File: src/hdl/bam_div.sv
// Restoring serial divider, one quotient bit per cycle.
// Depends on nothing but its parameter; used by binned_average_map.
module bam_div #(
  parameter int W = 64
) (
  input  logic         clk,
  input  logic         rst,
  input  logic         go,
  input  logic [W-1:0] dividend,
  input  logic [W-1:0] divisor,
  output logic         done,
  output logic [W-1:0] quotient,
  output logic [W-1:0] remainder
);
  localparam int CW = $clog2(W + 1);
  logic [CW-1:0] steps;
  logic [W-1:0] dsr;
  logic [W:0] trial;
  logic running;

  assign trial = {remainder, quotient[W-1]} - {1'b0, dsr};

  always_ff @(posedge clk) begin
    done <= 1'b0;
    if (rst) begin
      running <= 1'b0;
      steps <= '0;
    end else if (go) begin
      running <= 1'b1;
      steps <= CW'(W);
      quotient <= dividend;
      remainder <= '0;
      dsr <= divisor;
    end else if (running) begin
      if (trial[W]) begin
        remainder <= {remainder[W-2:0], quotient[W-1]};
        quotient <= {quotient[W-2:0], 1'b0};
      end else begin
        remainder <= trial[W-1:0];
        quotient <= {quotient[W-2:0], 1'b1};
      end
      steps <= steps - 1'b1;
      if (steps == CW'(1)) begin
        running <= 1'b0;
        done <= 1'b1;
      end
    end
  end
endmodule

File: config.mk
export PLATFORM = sky130hd
export DESIGN_NAME = bam_div
export DESIGN_NICKNAME = d
export VERILOG_FILES = /design/src/hdl/bam_div.sv
export SDC_FILE = /design/constraint.sdc
export NUM_CORES = 1
export LEC_CHECK = 0
export BUFFER_PORTS_ARGS = -buffer_cell sky130_fd_sc_hd__clkbuf_2
export CAP_MARGIN = 20
export CELL_PAD_IN_SITES_DETAIL_PLACEMENT = 0
export CELL_PAD_IN_SITES_GLOBAL_PLACEMENT = 2
export CORE_MARGIN = 2
export CORE_UTILIZATION = 38
export DETAILED_ROUTE_END_ITERATION = 12
export GPL_ROUTABILITY_DRIVEN = 0
export GPL_TIMING_DRIVEN = 0
export PLACE_DENSITY = 0.88
export SETUP_SLACK_MARGIN = 0.1
export SLEW_MARGIN = 25
export SYNTH_ARGS = -nofsm -noshare
export SYNTH_HDL_FRONTEND = slang
export SYNTH_SLANG_ARGS = --single-unit
File: constraint.sdc
create_clock -name clk -period 11.05 [get_ports clk]
set_clock_uncertainty 0.2 [all_clocks]
set_input_delay 0.5525 -clock clk [delete_from_list [all_inputs] [get_ports clk]]
set_output_delay 0.5525 -clock clk [all_outputs]
set_load 0.005 [all_outputs]
==> results of run 1 <==
==> what timing repair did <==
action	4_1_cts	5_1_grt
resized for setup	0	0
hold buffers	63	0
endpoints found under the hold margin	63	0
==> power by group <==
group | switching (mW) | internal [mW]
sequential | 0.0414 | 0.919
clock | 0.336 | 0.469
combinational | 0.425 | 0.297
total | 0.802 | 1.69
==> stage by stage <==
step                       util  setup TNS [ps]  hold WS, ps  cell area (um2)  total power [mW]
final                     0.494               0         27.8            15600              2.49
after global routing      0.494               0         10.6            15600              2.62
after CTS                 0.494               0         9.74            15600              2.51
after detailed placement  0.449               0          297            14200              1.68
after global placement    0.443          -27840          284            14000              1.67
after floorplan               -               0          269            12200              1.44
==> cell type report <==
| cell class | instances | area [um2] |
|---|---|---|
| Multi-Input combinational cell | 822 | 5650 |
| Tap cell | 402 | 503 |
| Sequential cell | 201 | 5950 |
| Buffer | 74 | 309 |
| Clock buffer | 37 | 671 |
| Timing Repair Buffer | 329 | 2120 |
| Inverter | 85 | 319 |
| Fill cell | 3010 | 16000 |
| Clock inverter | 9 | 114 |
==> per-layer routing <==
metal / global-route usage / part of all wire / vias up
met1: 0.281 / 0.44 / 4900
met3: 0.0419 / 0.057 / 40
met2: 0.377 / 0.48 / 289
met4: 0.0518 / 0.021 / 0
li1: - / - / 5117
met5: 0 / 0 / -
==> worst max-delay path by stage <==
stage                       startpoint             to  slack, ps  cells after the start
after floorplan                     go    quotient[0]       3420                      5
after global placement              go  remainder[28]       -220                      5
after detailed placement  quotient[63]  remainder[62]       6210                     15
after CTS                 quotient[63]  remainder[62]       6190                     15
after global routing      quotient[63]  remainder[57]       5840                     15
final                     quotient[63]  remainder[55]       6210                     15
==> layout by cell type, fill, tap and decap left out, types with 5 or more instances in the layout <==
master / instances
sky130_fd_sc_hd__nand3_1: 57
sky130_fd_sc_hd__nand2_1: 64
sky130_fd_sc_hd__mux2_2: 63
sky130_fd_sc_hd__dfxtp_1: 9
sky130_fd_sc_hd__ha_1: 66
sky130_fd_sc_hd__nor4_1: 6
sky130_fd_sc_hd__nor3_1: 14
sky130_fd_sc_hd__dlygate4sd3_1: 63
sky130_fd_sc_hd__buf_2: 10
sky130_fd_sc_hd__clkbuf_2: 258
sky130_fd_sc_hd__nor2b_1: 8
sky130_fd_sc_hd__nand4_1: 24
sky130_fd_sc_hd__a21o_1: 32
sky130_fd_sc_hd__o21ai_0: 96
sky130_fd_sc_hd__edfxtp_1: 192
sky130_fd_sc_hd__xor2_1: 21
sky130_fd_sc_hd__clkbuf_1: 71
sky130_fd_sc_hd__and3_1: 10
sky130_fd_sc_hd__inv_1: 85
sky130_fd_sc_hd__o21bai_1: 16
sky130_fd_sc_hd__a211oi_1: 13
sky130_fd_sc_hd__nor2_1: 40
sky130_fd_sc_hd__buf_16: 5
sky130_fd_sc_hd__clkbuf_16: 25
sky130_fd_sc_hd__o21a_1: 8
sky130_fd_sc_hd__xnor2_1: 36
sky130_fd_sc_hd__nand2b_1: 6
sky130_fd_sc_hd__or3_1: 12
sky130_fd_sc_hd__a31oi_1: 10
sky130_fd_sc_hd__a21oi_1: 143
sky130_fd_sc_hd__o31ai_1: 6
sky130_fd_sc_hd__a221o_1: 5
sky130_fd_sc_hd__o211ai_1: 7
==> kinds of logic after synthesis <==
group                      Yosys count  share of synthesized area
AOI/OAI and AO/OA                  369                      0.182
and+or+nand+nor                    265                      0.111
DFF                                201                      0.487
buffers and inverters              159                     0.0514
adders and majority gates           67                     0.0693
muxes                               64                     0.0589
xor gates and xnor gates            57                     0.0409
==> worst register-to-register path: cells and delay by family (launching register included) <==
kind                       cells  cell delay (ps)
DFF                            1              470
adders and majority gates      2              400
and+or+nand+nor                3              340
buffers and inverters          3              990
AOI/OAI and AO/OA              7             2280
==> sequential cells by signal (all words and copies together), names as in the netlist <==
signal and count:
dsr 64, done 1, steps 7, running 1, remainder 64, quotient 64
==> summary.txt, run 1 <==
sequential element share of the synthesized area = 0.487
Post-synth EDFFs = 192
pin count of the biggest net entering global routing = 27
Critical Path Slowest Stage Cell = sky130_fd_sc_hd__a21oi_2
Synth top area share = 0.472
final setup slack of the worst path = 6210 ps
RSZ-0062 raised after global routing = no
Req. time, crit path = 11240 ps
Skew-Pair Late Insertion Delay = 550 ps
Core Box Area = 31600 um2
critical-path maximum fanout = 10
total of max-cap violations = 0
cell taking the most area after synthesis = sky130_fd_sc_hd__edfxtp_1
Cell Pwr Density = 159 nW/um2
CP top delay family = compound AO/OA/AOI/OAI gates
worst IR drop on VDD = 0.115 mV
total buffers and inverters traversed by the critical path = 3
clock slew at reported path FFs = 60 ps
number of design rule violations left after detail routing = 0
pre-CTS worst setup slack = 6210 ps
number of H-tree levels = 1
transition time at the pin with the least slew margin = 884 ps
startpoint kind of the worst setup timing path = register
Worst R2R Setup Slack = 6210 ps
leakage power total = 6.53 nW
Synth cell types = 68
TritonCTS Buffers = 25
Die Footprint = 33600 um2
primary flip-flop cell chosen by synthesis mapping = sky130_fd_sc_hd__edfxtp_1
# diodes = 0
post-synthesis async set-or-reset flop share = 0
signal arrival time at the worst endpoint = 5030 ps
setup violators final = 0
Fin. Hold Viols = 0
wirelength, routed = 37100 um
average vias per placed instance = 5.28
sort of element at the end of the critical path = register
RR Endpoint = remainder[55]
GRT Resource Usage Total = 0.218
Post-Synthesis Cells = 1182
Post CTS Setup Buffer Count = 0
Worst Reg-to-Reg Cells = 15
remaining antenna violation count after routing = 0
post-synth design cell area = 12200 um2
die span in x = 183 um
CTS tree = done
half-perimeter wire length of the detailed placement result = 28600 um
Worst Path Class, Setup = register to register
post-route insts no fill = 1959
status = finished clean
top-level I/O count = 260
synthesis warning total = 0
clk root buf = sky130_fd_sc_hd__clkbuf_16
Endpoint, Worst Hold = dsr[62]
Worst slew margin = 0.409
startpoint of the most critical register-to-register path = quotient[63]
buffer levels on the longest clock path = 3
y dimension of the die = 183 um
wire length of the first global-routing pass = 58000 um
placed cell count = 1850
synthesized area per cell = 10.3 um2
hold wc startpoint = divisor[62]
via count of the first global-routing pass = 10477
post-synthesis register bit count = 201
cell depth of the worst min-delay path = 1
antenna violations before repair = 0
detailed-routing iteration count for the pre-antenna-repair pass = 5
dominant cell by count in the synthesized netlist = sky130_fd_sc_hd__edfxtp_1
DRC marker count from the first detailed-route iteration = 608
list of most frequent post-synthesis cells = 192 x sky130_fd_sc_hd__edfxtp_1, 143 x sky130_fd_sc_hd__a21oi_1, 96 x sky130_fd_sc_hd__o21ai_0
Post-Syn Nets = 1380
share of the cycle needed by the critical path after routing = 0.438
total number of vias = 10346
cell breakdown of the critical path = inv_1, ha_1, fa_1, nor2b_1, o2111ai_1, nand4b_1, a21oi_1, a211oi_1, o211ai_2, nand3_2, a21oi_2, clkbuf_1, clkbuf_1, o21ai_0, a21oi_1
total number of nets in the final design = 1736
final period demand of the worst path = 4840 ps
Clock Sinks = 201
growth of design area from synthesis to finish = 28.0%
Site Rows = 65
layout cells sized above 1 = 0.249
number of buffers inserted by port buffering = 258
grt total ovfl = 0
final max-slew violation count = 0
drt wl/cell = 19.0 um
class of the tightest hold or removal check = input port to register
highest clock rate = 207 MHz
initial cell density of the core = 0.386
biggest area contributors in the synthesized netlist = sky130_fd_sc_hd__edfxtp_1 47%, sky130_fd_sc_hd__ha_1 6.8%, sky130_fd_sc_hd__a21oi_1 5.9%, sky130_fd_sc_hd__mux2_2 5.8%, sky130_fd_sc_hd__o21ai_0 3.9%
biggest cell delay along the critical path = 710 ps
No activity file was read; power rests on OpenSTA's default activity.
==> inputs of run 2 (changes only) <==
--- a/config.mk
+++ b/config.mk
@@ -10,11 +10,11 @@
 export CELL_PAD_IN_SITES_DETAIL_PLACEMENT = 0
 export CELL_PAD_IN_SITES_GLOBAL_PLACEMENT = 2
 export CORE_MARGIN = 2
-export CORE_UTILIZATION = 38
+export CORE_UTILIZATION = 35
 export DETAILED_ROUTE_END_ITERATION = 12
 export GPL_ROUTABILITY_DRIVEN = 0
 export GPL_TIMING_DRIVEN = 0
-export PLACE_DENSITY = 0.88
+export PLACE_DENSITY = 0.82
 export SETUP_SLACK_MARGIN = 0.1
 export SLEW_MARGIN = 25
 export SYNTH_ARGS = -nofsm -noshare
==> constraint.sdc (replaced) <==
create_clock -name clk -period 5.08 [get_ports clk]
set_clock_uncertainty 0.2 [all_clocks]
set_input_delay 0.254 -clock clk [delete_from_list [all_inputs] [get_ports clk]]
set_output_delay 0.254 -clock clk [all_outputs]
set_load 0.005 [all_outputs]
==> summary.txt, run 2 (synthesis gave the netlist of run 1 again) <==
Die Footprint = 36400 um2
Critical Path Slowest Stage Cell = sky130_fd_sc_hd__clkbuf_1
top-level I/O count = 260
Clock Sinks = 201
average vias per placed instance = 5.14
most common library cell in the layout ignoring fill and taps = sky130_fd_sc_hd__clkbuf_2
GRT Resource Usage Total = 0.212
total number of nets in the final design = 1802
y dimension of the die = 191 um
total of max-cap violations = 0
number of design rule violations left after detail routing = 0
DRC marker count from the first detailed-route iteration = 543
signal arrival time at the worst endpoint = 4730 ps
RSZ-0062 raised after global routing = no
growth of design area from synthesis to finish = 34.4%
initial cell density of the core = 0.354
setup violators final = 0
Worst Reg-to-Reg Cells = 15
highest clock rate = 219 MHz
final period demand of the worst path = 4560 ps
layout cells sized above 1 = 0.244
TritonCTS Buffers = 25
number of buffers inserted by port buffering = 258
biggest registers after layout = dsr: 64 flops, quotient: 64 flops, remainder: 64 flops
final design utilization = 0.476
final setup slack of the worst path = 521 ps
Worst slew margin = 0.384
class of the tightest hold or removal check = input port to register
top library cells by usage in the layout, fill and taps aside = 259 x sky130_fd_sc_hd__clkbuf_2, 192 x sky130_fd_sc_hd__edfxtp_1, 143 x sky130_fd_sc_hd__a21oi_1
sort of element at the end of the critical path = register
transition time at the pin with the least slew margin = 901 ps
via count of the first global-routing pass = 11075
pin count of the biggest net entering global routing = 27
cell depth of the worst min-delay path = 2
wirelength, routed = 38800 um
CTS tree = done
setup total negative slack = 0 ps
wire length of the first global-routing pass = 60700 um
Req. time, crit path = 5250 ps
pre-CTS worst setup slack = 73.6 ps
share of the cycle needed by the critical path after routing = 0.898
Worst Path Class, Setup = register to register
cell breakdown of the critical path = inv_1, ha_1, fa_1, nor2b_1, o2111ai_1, nand4b_1, a21oi_1, a211oi_1, o211ai_2, nand3_2, nand3_1, clkbuf_1, buf_1, nand3_1, a21oi_1
CP top delay family = compound AO/OA/AOI/OAI gates
clk root buf = sky130_fd_sc_hd__clkbuf_16
status = finished clean
final hold slack = 225 ps
die span in x = 191 um
final max-slew violation count = 0
half-perimeter wire length of the detailed placement result = 29100 um
placed standard-cell area = 14300 um2
Site Rows = 68
FILL cells = 3269
total buffers and inverters traversed by the critical path = 3
total number of vias = 10677
final cell area excluding filler cells = 16400 um2
worst IR drop on VDD = 0.250 mV
Post CTS Setup Buffer Count = 0
PnR Total Power = 5.54 mW
drt wl/cell = 18.7 um
placed cell count = 1903
post-route insts no fill = 2079
leakage power total = 6.84 nW
Skew-Pair Late Insertion Delay = 550 ps
Cell Pwr Density = 338 nW/um2
remaining antenna violation count after routing = 0
biggest cell delay along the critical path = 640 ps
Fin. Hold Viols = 0
buffer levels on the longest clock path = 3
startpoint kind of the worst setup timing path = register
logic depth of the worst path, buffers included = 15
Core Box Area = 34500 um2
detailed-routing iteration count for the pre-antenna-repair pass = 5
antenna violations before repair = 2
number of H-tree levels = 1
clock slew at reported path FFs = 60 ps
critical-path maximum fanout = 10
grt total ovfl = 0
[run 2: cell types whose count changed in the layout (fill, tap and decap cells not counted), moves of 2 or more]
cell,change
sky130_fd_sc_hd__bufinv_16,+2
sky130_fd_sc_hd__clkbuf_1,-7
sky130_fd_sc_hd__clkinv_2,+5
sky130_fd_sc_hd__diode_2,+2
sky130_fd_sc_hd__dlygate4sd3_1,+66
[run 2: worst register-to-register path, delay by kind of cell (launching register included)]
kind,cells,cell delay (ps)
DFF,1,450
AOI/OAI and AO/OA,5,1420
buffers and inverters,3,1240
and+or+nand+nor,5,660
adders and majority gates,2,430
[run 2: final cells by class]
class	instances	area (um2)	area share
Buffer	74	310	0.0189
Clock inverter	14	176	0.0108
Inverter	85	319	0.0194
Multi-Input combinational cell	822	5660	0.345
Clock buffer	31	648	0.0395
Antenna cell	2	5.00	0.000305
Timing Repair Buffer	395	2770	0.169
Tap cell	455	569	0.0347
Sequential cell	201	5950	0.362
[run 2: final timing paths]
path | from | endpoint | slack [ps]
min | divisor[18] | dsr[18] | 230
min reg2reg | steps[1] | steps[1] | 300
max | quotient[63] | remainder[56] | 520
max reg2reg | quotient[63] | remainder[56] | 520
[run 2: where the power goes]
group | leakage (nW) | total (mW) | switching (mW) | internal (mW)
Clock | 0.409 | 1.83 | 0.722 | 1.11
Combinational | 4.52 | 1.62 | 0.938 | 0.680
Sequential | 1.91 | 2.09 | 0.0917 | 2.00
[run 2: what timing repair did]
item                                    in CTS  in global routing
endpoints found under the setup margin       0                 18
resized for setup                            0                  4
hold buffers                               129                  0
hold endpoints to repair                   135                  0
[run 2: metal layers]
layer  global-route usage  share of wire
met5                    0              0
met4               0.0480          0.017
met3               0.0440          0.058
met2                0.364           0.48
met1                0.273           0.45
